[src/rtl/sida_pkg.sv]
// Shared constants and types of the signed integer to decimal text block.
package sida_pkg;

	localparam int VALUE_WIDTH = 32;
	// Decimal digits needed for a magnitude up to 2^VALUE_WIDTH - 1.
	localparam int NDIG = ((VALUE_WIDTH * 1233) >> 12) + 1;
	localparam int BCD_W = 4 * NDIG;
	localparam int CNT_W = $clog2(VALUE_WIDTH);
	localparam int DIG_W = $clog2(NDIG);

	localparam int QDEPTH = 2;
	localparam int QPTR_W = $clog2(QDEPTH);
	localparam int QCNT_W = $clog2(QDEPTH + 1);

	localparam logic [7:0] CHAR_ZERO = 8'd48;
	localparam logic [7:0] CHAR_MINUS = 8'd45;
	localparam logic [7:0] CHAR_NINE = 8'd57;

	typedef struct packed {
		logic neg;
		logic [VALUE_WIDTH-1:0] mag;
	} item_t;

	typedef enum logic [3:0] {
		ST_IDLE = 4'b0001,
		ST_CONV = 4'b0010,
		ST_SIGN = 4'b0100,
		ST_EMIT = 4'b1000
	} back_state_t;

endpackage

[src/rtl/sida_fifo.sv]
// Small request queue between the front and back parts.
module sida_fifo (
	input  logic clk,
	input  logic arst_n,
	input  logic push,
	input  sida_pkg::item_t push_item,
	input  logic pop,
	output sida_pkg::item_t pop_item,
	output logic full,
	output logic empty
);

	sida_pkg::item_t slot_q [sida_pkg::QDEPTH];
	logic [sida_pkg::QPTR_W-1:0] wr_ptr_q;
	logic [sida_pkg::QPTR_W-1:0] rd_ptr_q;
	logic [sida_pkg::QCNT_W-1:0] count_q;

	assign full = (count_q == sida_pkg::QCNT_W'(sida_pkg::QDEPTH));
	assign empty = (count_q == '0);
	assign pop_item = slot_q[rd_ptr_q];

	always_ff @(posedge clk) begin
		if (push) begin
			slot_q[wr_ptr_q] <= push_item;
		end
	end

	always_ff @(posedge clk or negedge arst_n) begin
		if (!arst_n) begin
			wr_ptr_q <= '0;
			rd_ptr_q <= '0;
			count_q <= '0;
		end else begin
			if (push) begin
				wr_ptr_q <= (wr_ptr_q == sida_pkg::QPTR_W'(sida_pkg::QDEPTH - 1)) ?
					'0 : wr_ptr_q + 1'b1;
			end
			if (pop) begin
				rd_ptr_q <= (rd_ptr_q == sida_pkg::QPTR_W'(sida_pkg::QDEPTH - 1)) ?
					'0 : rd_ptr_q + 1'b1;
			end
			case ({push, pop})
				2'b10: count_q <= count_q + 1'b1;
				2'b01: count_q <= count_q - 1'b1;
				default: count_q <= count_q;
			endcase
		end
	end

endmodule

[src/rtl/sida_front.sv]
// Front part: accept a request, split it into sign and unsigned magnitude.
module sida_front (
	input  logic start,
	input  logic [sida_pkg::VALUE_WIDTH-1:0] value,
	input  logic q_full,
	output logic busy,
	output logic push,
	output sida_pkg::item_t push_item
);

	logic neg;

	assign busy = q_full;
	assign push = start && !q_full;
	assign neg = value[sida_pkg::VALUE_WIDTH-1];

	// Negate modulo 2^VALUE_WIDTH so the most negative value keeps its magnitude.
	always_comb begin
		push_item.neg = neg;
		push_item.mag = neg ? (~value + 1'b1) : value;
	end

endmodule

[src/rtl/sida_back.sv]
// Back part: shift-add-3 conversion to BCD, then character emission.
module sida_back (
	input  logic clk,
	input  logic arst_n,
	input  logic q_empty,
	input  sida_pkg::item_t pop_item,
	output logic pop,
	output logic [7:0] character,
	output logic last,
	output logic strobe
);

	sida_pkg::back_state_t state_q;
	logic [sida_pkg::VALUE_WIDTH-1:0] bin_q;
	logic [sida_pkg::BCD_W-1:0] bcd_q;
	logic neg_q;
	logic started_q;
	logic [sida_pkg::CNT_W-1:0] cnt_q;
	logic [sida_pkg::DIG_W-1:0] dig_q;
	logic [7:0] character_q;
	logic last_q;
	logic strobe_q;

	logic [sida_pkg::BCD_W-1:0] bcd_adj;
	logic [sida_pkg::BCD_W+sida_pkg::VALUE_WIDTH-1:0] shifted;
	logic [3:0] top_digit;
	logic is_last_digit;
	logic emit;

	assign pop = (state_q == sida_pkg::ST_IDLE) && !q_empty;

	// Add 3 to every digit of 5 or more before the shift.
	always_comb begin
		for (int i = 0; i < sida_pkg::NDIG; i++) begin
			bcd_adj[i*4 +: 4] = (bcd_q[i*4 +: 4] >= 4'd5) ?
				bcd_q[i*4 +: 4] + 4'd3 : bcd_q[i*4 +: 4];
		end
	end

	assign shifted = {bcd_adj, bin_q} << 1;
	assign top_digit = bcd_q[sida_pkg::BCD_W-1 -: 4];
	assign is_last_digit = (dig_q == sida_pkg::DIG_W'(sida_pkg::NDIG - 1));
	// Drop leading zeros, but always show the units digit.
	assign emit = started_q || (top_digit != 4'd0) || is_last_digit;

	always_ff @(posedge clk) begin
		case (state_q)
			sida_pkg::ST_IDLE: begin
				bin_q <= pop_item.mag;
				neg_q <= pop_item.neg;
				bcd_q <= '0;
			end
			sida_pkg::ST_CONV: begin
				bcd_q <= shifted[sida_pkg::BCD_W+sida_pkg::VALUE_WIDTH-1 -: sida_pkg::BCD_W];
				bin_q <= shifted[sida_pkg::VALUE_WIDTH-1:0];
			end
			sida_pkg::ST_SIGN: begin
				character_q <= sida_pkg::CHAR_MINUS;
				last_q <= 1'b0;
			end
			sida_pkg::ST_EMIT: begin
				bcd_q <= bcd_q << 4;
				character_q <= sida_pkg::CHAR_ZERO + {4'd0, top_digit};
				last_q <= is_last_digit;
			end
			default: begin
				bcd_q <= bcd_q;
			end
		endcase
	end

	always_ff @(posedge clk or negedge arst_n) begin
		if (!arst_n) begin
			state_q <= sida_pkg::ST_IDLE;
			cnt_q <= '0;
			dig_q <= '0;
			started_q <= 1'b0;
			strobe_q <= 1'b0;
		end else begin
			strobe_q <= 1'b0;
			case (state_q)
				sida_pkg::ST_IDLE: begin
					cnt_q <= '0;
					if (!q_empty) begin
						state_q <= sida_pkg::ST_CONV;
					end
				end
				sida_pkg::ST_CONV: begin
					cnt_q <= cnt_q + 1'b1;
					dig_q <= '0;
					started_q <= 1'b0;
					if (cnt_q == sida_pkg::CNT_W'(sida_pkg::VALUE_WIDTH - 1)) begin
						state_q <= neg_q ? sida_pkg::ST_SIGN : sida_pkg::ST_EMIT;
					end
				end
				sida_pkg::ST_SIGN: begin
					strobe_q <= 1'b1;
					state_q <= sida_pkg::ST_EMIT;
				end
				sida_pkg::ST_EMIT: begin
					strobe_q <= emit;
					started_q <= started_q || (top_digit != 4'd0);
					dig_q <= dig_q + 1'b1;
					if (is_last_digit) begin
						state_q <= sida_pkg::ST_IDLE;
					end
				end
				default: begin
					state_q <= sida_pkg::ST_IDLE;
				end
			endcase
		end
	end

	assign character = character_q;
	assign last = last_q;
	assign strobe = strobe_q;

endmodule

[src/rtl/signed_int_to_decimal_ascii.sv]
// Top level: signed 32-bit integer to decimal ASCII text, one character per strobe.
// Path of a request with the back part idle: queue hand-off, 32 conversion steps, a sign step
// for a negative value, then the ten-digit scan that ends with the last character on strobe.
// The back part converts one number at a time with a serial shift-add-3 loop (one bit per cycle)
// and a ten-digit scan, while the queue takes new requests meanwhile; no output stall.
// Reset: arst_n clears the queue and the back sequencer asynchronously; strobe is low after it.
module signed_int_to_decimal_ascii (
	input  logic clk,
	input  logic arst_n,
	input  logic start,
	output logic busy,
	input  logic [sida_pkg::VALUE_WIDTH-1:0] value,
	output logic strobe,
	output logic [7:0] character,
	output logic last
);

	// Front to queue: a classified request (sign flag plus unsigned magnitude).
	logic push;
	sida_pkg::item_t push_item;
	// Queue to back: the oldest waiting request.
	sida_pkg::item_t pop_item;
	logic pop;
	logic q_full;
	logic q_empty;

	// Take a request whenever the queue has room, even while the back part
	// is still converting or emitting an earlier number.
	sida_front u_front (
		.start(start),
		.value(value),
		.q_full(q_full),
		.busy(busy),
		.push(push),
		.push_item(push_item)
	);

	// Two-entry queue decouples request acceptance from conversion.
	sida_fifo u_fifo (
		.clk(clk),
		.arst_n(arst_n),
		.push(push),
		.push_item(push_item),
		.pop(pop),
		.pop_item(pop_item),
		.full(q_full),
		.empty(q_empty)
	);

	// Convert one magnitude to BCD bit by bit, then scan the digits from the
	// top, dropping leading zeros and marking the units digit as last.
	sida_back u_back (
		.clk(clk),
		.arst_n(arst_n),
		.q_empty(q_empty),
		.pop_item(pop_item),
		.pop(pop),
		.character(character),
		.last(last),
		.strobe(strobe)
	);

endmodule

[config.mk]
export PLATFORM = sky130hd
export DESIGN_NAME = signed_int_to_decimal_ascii
export DESIGN_NICKNAME = d
export VERILOG_FILES = /design/src/rtl/sida_pkg.sv /design/src/rtl/sida_fifo.sv /design/src/rtl/sida_front.sv /design/src/rtl/sida_back.sv /design/src/rtl/signed_int_to_decimal_ascii.sv
export SDC_FILE = /design/constraint.sdc
export NUM_CORES = 1
export LEC_CHECK = 0
export ABC_AREA = 0
export ABC_CLOCK_PERIOD_IN_PS = 3750
export BUFFER_PORTS_ARGS = -buffer_cell sky130_fd_sc_hd__buf_2
export CORE_ASPECT_RATIO = 0.8
export CORE_MARGIN = 2
export CORE_UTILIZATION = 60
export CTS_CLUSTER_SIZE = 10
export DETAILED_ROUTE_END_ITERATION = 12
export PLACE_DENSITY = 0.78
export SYNTH_ARGS = -nofsm -noshare
export SYNTH_HDL_FRONTEND = slang
export SYNTH_SLANG_ARGS = --single-unit
[constraint.sdc]
create_clock -name clk -period 3.75 [get_ports clk]
set_clock_uncertainty 0.1 [all_clocks]
set_input_delay 0.1875 -clock clk [delete_from_list [all_inputs] [get_ports clk]]
set_output_delay 0.1875 -clock clk [all_outputs]
set_load 0.01 [all_outputs]
# == Word level (Yosys, flattened, before mapping) ==
# Memory sizes are Yosys's and may differ from the RTL's.
# Cells that the tools add are included.
# totals
ff_bits,101
latch_bits,0
ramBits,66
romBits,0
output_inout_bits,11
elab_cells,98
mem_count,1
# classes
n_addsub,18
mul,0
n_div,0
n_lt_le_gt_ge,10
n_eq_ne,12
shift,0
n_mux,29
bitwise_logic,1
n_reduce_logical,14
# memory_table
memory,depth,word_bits,rd,rd_clocked_by_memory_dff,write_ports,line,text
u_fifo.slot_q,2,33,1,0,1,sida_fifo.sv:13,sida_pkg::item_t slot_q [sida_pkg::QDEPTH];
# op_table
cell,count
case mux 40 bit (3 select lines),1
case mux 32 bit (2 select lines),1
2-to-1 mux 4 bit,13
greater-or-equal comparator 4 x 3 -> 1 bit (second input constant),10
adder 4 x 2 -> 4 bit (second input constant),9
adder 32 x 1 -> 32 bit (second input constant),1
2-to-1 mux 32 bit,1
inverter 32 bit,1
case mux 4 bit (4 select lines),1
case mux 8 bit (2 select lines),1
case mux 5 bit (2 select lines),1
equality test 4 bit (second input constant),2
case mux 4 bit (2 select lines),1
nonzero test 2 bit,4
adder 6 x 4 -> 7 bit (first input constant),1
case mux 1 bit (2 select lines),3
adder 5 x 1 -> 5 bit (second input constant),1
equality test 5 bit (second input constant),1
adder 4 x 1 -> 4 bit (second input constant),1
equality test 2 bit (second input constant),2
equality test 4 x 1 -> 1 bit (second input constant),1
equality test 4 x 2 -> 1 bit (second input constant),1
equality test 4 x 3 -> 1 bit (second input constant),1
2-to-1 mux 1 bit,4
other kinds (16),21

# == Logic depth before layout (Yosys ltp) ==
# Gate-level depths: netlist (run 1).
# depth
ltp_word,5
mapped_depth,7

# == Hierarchy ==
# Synthesis (run 1) repeated with hierarchy kept, for this count alone.
# hier_totals
cells_unflattened,673
hier_area_um2,8585.7
# modules_own_cells
module,n_inst,cells_each,area_per_inst_um2
sida_back,1,452,5066.1
sida_fifo,1,119,2717.6
sida_front,1,102,802.0

# == Worst setup path before layout (run 1) ==
# Ideal clock, no wire load.
# synth_path
path_type,reg2reg
startpoint,register u_back.state_q[2]
endpoint,"register u_back.bcd_q[0] (netlist name), enable pin"
setup_time_ns,0.398
arrival_ns,2.142
t_required_ns,3.252
path_slack_ns,1.110
stages_incl_launch_ff,5
path_buffers,2
cell_sequence,dfrtp_1 or4b_1 buf_2 buf_1 nand2_1
# synth_via
elab_chain_len,2
elab_cells_between_ends,4
# synth_rtl
element,line,text
"start, declared",sida_back.sv:13,sida_pkg::back_state_t state_q;
"start signal, assigned",sida_back.sv:74,state_q <= sida_pkg::ST_IDLE;
"start signal, assigned",sida_back.sv:85,state_q <= sida_pkg::ST_CONV;
"start signal, assigned",sida_back.sv:93,state_q <= neg_q ? sida_pkg::ST_SIGN : sida_pkg::ST_EMIT;
"equality test 4 x 2 -> 1 bit, or another cell as far along",sida_back.sv:47,case (state_q)
nonzero test 3 bit (no source line) (*),--,
"end signal, assigned",sida_back.sv:54,bcd_q <= shifted[sida_pkg::BCD_W+sida_pkg::VALUE_WIDTH-1 -: sida_pkg::BCD_W];
"end signal, assigned",sida_back.sv:62,bcd_q <= bcd_q << 4;
"end signal, assigned",sida_back.sv:67,bcd_q <= bcd_q;
"end, declared",sida_back.sv:15,logic [sida_pkg::BCD_W-1:0] bcd_q;
# Mark *: on every way between the ends. The rest lies on a longest branch, timed or not.
# A chain may end at the register's enable or synchronous reset.

# == Worst setup path after layout (run 1) ==
# layout_path
startpoint,register u_back.state_q[2]
endpoint,register u_back.dig_q[2] (netlist name)
# layout_via
elab_chain_len,2
elab_cells_between_ends,4
# layout_rtl
element,line,text
equality test 4 bit or equality test 4 x 2 -> 1 bit (tied branches),sida_back.sv:81,case (state_q)
case mux 4 bit (2 select lines) or nonzero test 2 bit (tied branches),--,
"end signal, assigned",sida_back.sv:103,dig_q <= dig_q + 1'b1;
"end, declared",sida_back.sv:19,logic [sida_pkg::DIG_W-1:0] dig_q;
# Parallel ways exist; a longest one is shown, timed or not.

==> out/results.ini, run 1 <==
[drt]
wl_mm = 15.0
num_vias = 5237
wl_per_cell_um = 16.6
via_per_inst = 5.80
drt_iter0_drc = 520
post-route-drc-count = 0
drtPass1Iterations = 6
drtAntennaViolNets = 0

[power_and_ir_drop]
seqPwrFrac = 0.467
p_leak_nw = 3.35
p_int_mw = 4.90
power_density_nw_per_um2 = 813
clkPwrFrac = 0.227
power_switching_mw = 2.56
irDropWorstVdd_v = 0.000520
swShare = 0.343
comb_power_share = 0.306

[finish]
final_common_cell = edfxtp_1
synthToLayoutAreaGrowth_pct = 12.8
nets = 772
layout.cells.non_filler = 903
fillCellCount = 955
layout_common_cells = edfxtp_1 (145), nand2_1 (81), o21ai_0 (79)
drive_gt1_frac = 0.155
multi_input_area_um2 = 3080
fin_area_um2 = 9190
final_util = 0.685
regArea_um2 = 4830
antenna_cells = 0

[critical_path]
critical_path.endpoint_type = register
r2r_slack_ps = 1550
critPathMaxFanout = 27
critPathLaunchType = register
required_ps = 3950
cp_data_arrival_time_ps = 2390
path_class = register to register

[placement]
port_buffers = 42
dp_hpwl_mm = 9.59
gp_congestion = 0.871
dp.cells = 862
place_area_um2 = 8520

[floorplan]
fp.dieW_um = 134
start_util = 0.608
die_h_um = 108
row_count = 38
die_area_um2 = 14500
pin_count = 46
coreArea_um2 = 13400

[grt]
grt_overflow = 0
grt_pass1_wl_mm = 25.0
grt_max_degree = 72
grt_pass1_vias = 5203
grt_usage = 0.222
antenna_found_initial = 0

[sta]
worst_pin_slew_ps = 1070
rsz0062_at_grt = false
tns_ps = 0
fin_crit_sh = 0.585
finalSetupViolations = 0
slew_violations = 0
slew_headroom = 0.286
timing.final.crit_period_ps = 2200
hold_viol = 0
fmax_mhz = 456

[synthesis]
synthesis.area_um2 = 8150
yosysWarnings = 0
yosysTopAreaCellShare = 0.534
async_flop_share = 0.116
syn_inst = 660
avgSynthCellArea_um2 = 12.3
synth_edf_count = 145
synth_area_leaders = edfxtp_1 (53%), dfrtp_1 (5.5%), o21ai_0 (4.9%)
ys_types = 53
yosysSeqAreaShare = 0.593
synth_seq_cells = 164
synthFlopType = edfxtp_1
yosysTopAreaCell = edfxtp_1

[cts]
cts_setup_buffers = 0
clock_sinks = 164
cts.clk_slew.worst_paths_ps = 60
cts_tree = built
max-clock-path-buffers = 2
cts-root-buf = clkbuf_16
cts-buffers-inserted = 17
cts_htree_levels = 4
clkLatencyLatePin_ps = 430

[run]
max_cap_violations = 0

[outcome]
status = finished clean

[hold_path]
min_path_type = primary input to register

-- registers in the layout, indices dropped and copies added, names as in the netlist --
name,cells
u_fifo.count_q,2
u_back.neg_q,1
u_back.character,5
u_back.last,1
u_fifo.slot_q,66
u_back.started_q,1
u_back.state_q,4
u_fifo.wr_ptr_q,1
u_fifo.rd_ptr_q,1
u_back.cnt_q,5
u_back.dig_q,4
u_back.strobe,1
u_back.bcd_q,40
u_back.bin_q,32
-- worst max-delay path, stage by stage (launching register included) --
cell and delay, ps:
dfrtp_1 430, or4b_1 590, inv_2 390, nor2_1 180
o21ai_0 270, o21ai_1 110
-- final timing paths --
kind,to,depth (start not counted),start
setup / recovery,u_back.dig_q[2],5,u_back.state_q[2]
hold reg to reg,u_back.cnt_q[2],1,u_back.cnt_q[2]
hold / removal,u_fifo.slot_q[1][28],2,value[28]
max in group asynchronous,u_back.state_q[0],2,arst_n
setup reg to reg,u_back.dig_q[2],5,u_back.state_q[2]
min in group asynchronous,u_fifo.wr_ptr_q,2,arst_n
-- per-stage QoR --
step           power [mW]  setup WS [ps]  hold WS (ps)
2_1_floorplan        5.11           1110          -208
3_3_place_gp         5.61           1690          37.0
3_5_place_dp         5.78           1630          54.1
4_1_cts              7.50           1570          6.11
5_1_grt              7.95           1410          19.1
6_report             7.47           1550          30.0
-- per-layer routing --
metal	vias up	routed length [um]	GRT usage
li1	2525	-	-
met1	2543	6950	0.303
met2	152	7090	0.351
met3	17	755	0.0469
met4	0	212	0.0880
met5	-	0	0
-- area by class of cell --
type,instances,area share
Sequential cell,164,0.526
Multi-Input combinational cell,439,0.335
Clock buffer,18,0.0467
Timing Repair Buffer,59,0.0392
Tap cell,180,0.0245
Clock inverter,14,0.0165
Inverter,29,0.0118
-- cells by family after synthesis --
family | after synthesis | synth area share
compound gates | 148 | 0.116
xor+xnor | 48 | 0.0516
fa+ha+maj | 27 | 0.0415
buf+inv | 58 | 0.0309
flops | 164 | 0.593
mux | 42 | 0.0528
other cells | 2 | 0.000922
simple gates | 171 | 0.113
-- power groups by stage --
| stage | clock, mW | sequential, mW | combinational (mW) |
|---|---|---|---|
| after floorplan | 0 | 3.32 | 1.80 |
| after global placement | 0 | 3.46 | 2.15 |
| after detailed placement | 0 | 3.51 | 2.27 |
| after CTS | 1.72 | 3.48 | 2.30 |
| after global routing | 1.79 | 3.57 | 2.58 |
| final | 1.69 | 3.49 | 2.28 |
-- cell usage after synthesis (all sizes together), types with 5 or more instances --
cell    number
dfrtp       18
mux2         8
a311o        6
mux2i       34
ha          27
nand3b      17
xnor2       42
nand2b      15
a21oi       22
inv         29
nand2       81
nor3b        9
o31ai        5
o41ai       13
o21ai       81
nor2        22
buf         16
o22ai        9
edfxtp     145
xor2         6
clkbuf      13
-- timing repair --
action	4_1_cts	5_1_grt
setup endpoints to repair	0	0
hold buffers	9	0
hold endpoints to repair	33	0
gates resized for setup	0	0
(Power assumes the default switching activity.)
==> inputs of run 2 (changes only) <==
ABC_AREA = 1   (was 0)
ABC_CLOCK_PERIOD_IN_PS = 1900   (was 3750)
CORE_UTILIZATION = 56   (was 60)
PLACE_DENSITY = 0.76   (was 0.78)
clock period = 1.9 ns   (was 3.75 ns; I/O delays follow)
==> run 2 against run 1 <==
Compared with the run above: power up 110%; combinational power up 150%; sequential share of layout area fell by 4.1 points; via count rose by 17%; fmax is 24% higher; worst setup slack worse by 1400 ps; critical endpoint is now u_fifo.count_q[1]; cell area up 8.4%; largest power group unchanged; register-to-register slack got worse by 1400 ps; flip-flop and latch count unchanged.
==> out/results.ini, run 2 <==
[finish]
fillCellCount = 1066  ; +12%
regArea_um2 = 4830  ; about the same
regMostFlops = u_fifo.slot_q
reg_top3 = u_fifo.slot_q x66, u_back.bcd_q x40, u_back.bin_q x32
drive_gt1_frac = 0.149  ; -0.00595
layout_common_cells = nand2_1 (166), edfxtp_1 (145), o21ai_0 (120)
final_common_cell = nand2_1
nets = 1009  ; +31%
multi_input_area_um2 = 3080  ; -0.12%
antenna_cells = 0  ; unchanged
synthToLayoutAreaGrowth_pct = 17.8
largest_register_ffs = 66  ; unchanged

[cts]
clkLatencyLatePin_ps = 420  ; about the same
cts-root-buf = clkbuf_16
cts_htree_levels = 4  ; unchanged
cts-buffers-inserted = 17  ; unchanged
cts_tree = built
max-clock-path-buffers = 2  ; unchanged
cts.clk_slew.worst_paths_ps = 60  ; about the same
clock_sinks = 164  ; unchanged

[drt]
post-route-drc-count = 0  ; unchanged
wl_mm = 16.2  ; +7.9%
wl_per_cell_um = 14.1  ; -15%
drt_iter0_drc = 504  ; -3.1%
drtPass1Iterations = 5  ; -1
drtAntennaViolNets = 0  ; unchanged
num_vias = 6121  ; +17%
via_per_inst = 5.33  ; -8.1%

[grt]
grt_overflow = 0  ; unchanged
grt_pass1_wl_mm = 26.8  ; +7.5%
grt_usage = 0.213  ; -0.00900
antenna_found_initial = 0  ; unchanged
grt_pass1_vias = 5651  ; +8.6%
grt_max_degree = 68  ; -5.6%

[synthesis]
synth.cells.most_frequent = nand2_1 (167), edfxtp_1 (145), o21ai_0 (129)
synth_edf_count = 145  ; unchanged
synth_area_leaders = edfxtp_1 (52%), o21ai_0 (7.6%), nand2_1 (7.4%)
synth.most_common_cell = nand2_1
yosysWarnings = 0  ; unchanged
syn_inst = 863  ; +31%
synthFlopType = edfxtp_1
ys_types = 38  ; -28%
synth_seq_cells = 164  ; unchanged
async_flop_share = 0.116  ; unchanged
synthesis.area_um2 = 8450  ; +3.8%
yosysTopAreaCell = edfxtp_1
yosysTopAreaCellShare = 0.515  ; -0.0194
yosysSeqAreaShare = 0.571  ; -0.0215
avgSynthCellArea_um2 = 9.80  ; -21%

[critical_path]
slowest_stage = dfstp_2
path_class = register to register
r2r_slack_ps = 130  ; -1430 ps
timing.rr.start = u_back.state_q[0]
cp_data_arrival_time_ps = 1970  ; -420 ps
critical_path.endpoint_type = register
crit_family = flip-flops
required_ps = 2100  ; -1850 ps
crit_path_cell_trace = nand2_1, nor2_2, inv_2, a21oi_4, ha_4, a21oi_1, o21ai_0, xor2_1
r2r-end = u_fifo.count_q[1]
r2r_cells = 8  ; +3
critPathMaxFanout = 3  ; -89%
critPathLaunchType = register
crit_buf_inv = 1  ; unchanged
critPathMaxStageDelay_ps = 570  ; -20 ps

[floorplan]
pin_count = 46  ; unchanged
row_count = 40  ; +5.3%
coreArea_um2 = 14900  ; +11%
die_area_um2 = 16100  ; +11%
start_util = 0.569  ; -0.0389
fp.dieW_um = 141  ; +5.3%
die_h_um = 114  ; +5.2%

[hold_path]
hp-start = value[9]
hold_end = u_fifo.slot_q[1][9]
hold_depth = 3  ; +1
min_path_type = primary input to register

[sta]
final.setup.worst_slack_ps = 126  ; -1430 ps
rsz0062_at_grt = false
slew_violations = 0  ; unchanged
timing.final.crit_period_ps = 1770  ; -421 ps
tns_ps = 0  ; unchanged
finalSetupViolations = 0  ; unchanged
fin_crit_sh = 0.934  ; +0.348
fmax_mhz = 564  ; +24%
hold_viol = 0  ; unchanged

[power_and_ir_drop]
swShare = 0.358  ; +0.0144
clkPwrFrac = 0.226  ; about the same
p_int_mw = 10.3  ; +110%
p_leak_nw = 4.06  ; +21%
power_switching_mw = 5.71  ; +120%
seqPwrFrac = 0.422  ; -0.045
power_density_nw_per_um2 = 1600  ; +97%
comb_power_share = 0.352  ; +0.046
irDropWorstVdd_v = 0.00109  ; +110%

[placement]
dp_slack_ps = 84.6  ; -1540 ps
port_buffers = 42  ; unchanged
gp_congestion = 0.855  ; -1.9%
dp_hpwl_mm = 10.9  ; +13%

[outcome]
status = finished clean

[run]
max_cap_violations = 0  ; unchanged

==> run 2: cell count changes after synthesis, sizes merged, moves of 13 or more <==
| cell | change |
|---|---|
| o21ai | +62 |
| o41ai | -13 |
| mux2i | -34 |
| nand2 | +90 |
| xor2 | +18 |
| nand3 | +31 |
| xnor2 | -33 |
| a21oi | +13 |
| nand2b | -15 |
| inv | +81 |
| nor2 | +52 |
==> run 2: worst reg2reg max path: cells and delay by family (launching register included) <==
family / cells / cell delay (ps)
xor gates and xnor gates: 1 / 150
buffers and inverters: 1 / 60
DFF: 1 / 570
adders and majority gates: 1 / 220
and+or+nand+nor: 2 / 190
AOI/OAI and AO/OA: 3 / 340
==> run 2: layout make-up <==
cell class,count,share of cell area
clock buffer,20,0.0470
clock inverter,12,0.0167
inverter,110,0.0417
multi-input combinational,561,0.309
sequential,164,0.485
tap,189,0.0237
timing repair buffer,93,0.0769
==> run 2: routing by layer <==
layer,up-vias,global-route usage,routed length (um)
met5,-,0,0
met4,0,0.0540,121
met3,11,0.0508,879
met2,182,0.343,7540
met1,2830,0.295,7660
li1,3098,-,-
==> run 2: what timing repair did <==
item | in CTS | in global routing
hold buffers | 29 | 0
endpoints found under the setup margin | 0 | 20
hold endpoints to repair | 74 | 0
setup buffers | 0 | 1
resized for setup | 0 | 11
==> run 2: cell families (layout without fill, tap and decap cells) <==
group / Yosys count / count (layout) / share of synthesized area
buffers and inverters: 139 / 235 / 0.0704
XOR/XNOR: 33 / 33 / 0.0342
adder cells (fa/ha/maj): 27 / 27 / 0.0400
AND/OR/NAND/NOR: 296 / 296 / 0.152
other: 2 / 3 / 0.000888
AO/OA/AOI/OAI: 200 / 200 / 0.129
multiplexers: 2 / 2 / 0.00266
flip-flops: 164 / 164 / 0.571
==> run 2: stage by stage <==
step | hold WS (ps) | utilization | total power, mW | instances | cell area (um2)
5_1_grt | 50.3 | 0.670 | 17.1 | 1149 | 9960
3_5_place_dp | -31.6 | 0.606 | 12.3 | 1087 | 9010
3_3_place_gp | -34.2 | 0.606 | 12.1 | 1087 | 9010
6_report | 46.9 | 0.670 | 16.0 | 1149 | 9960
4_1_cts | 27.3 | 0.669 | 16.0 | 1148 | 9940
2_1_floorplan | -301 | - | 10.5 | 864 | 8490
==> run 2: worst max-delay path by stage <==
| stage | from | endpoint | slack [ps] | cells past startpoint |
|---|---|---|---|---|
| 4_1_cts | u_back.bcd_q[4] | u_back.bcd_q[5] | 70 | 6 |
| 3_3_place_gp | u_back.state_q[0] | u_fifo.count_q[1] | 130 | 8 |
| 5_1_grt | u_back.bcd_q[16] | u_back.bcd_q[17] | 40 | 6 |
| 6_report | u_back.state_q[0] | u_fifo.count_q[1] | 130 | 8 |
| 3_5_place_dp | u_back.bcd_q[4] | u_back.bcd_q[5] | 80 | 6 |
| 2_1_floorplan | u_back.state_q[0] | u_back.bcd_q[0] | 40 | 4 |
==> run 2: power groups by stage <==
| stage | combinational (mW) | sequential (mW) | clock, mW |
|---|---|---|---|
| after floorplan | 3.90 | 6.58 | 0 |
| after global placement | 5.37 | 6.72 | 0 |
| after detailed placement | 5.53 | 6.76 | 0 |
| after CTS | 5.60 | 6.72 | 3.66 |
| after global routing | 6.38 | 6.88 | 3.79 |
| final | 5.62 | 6.73 | 3.61 |
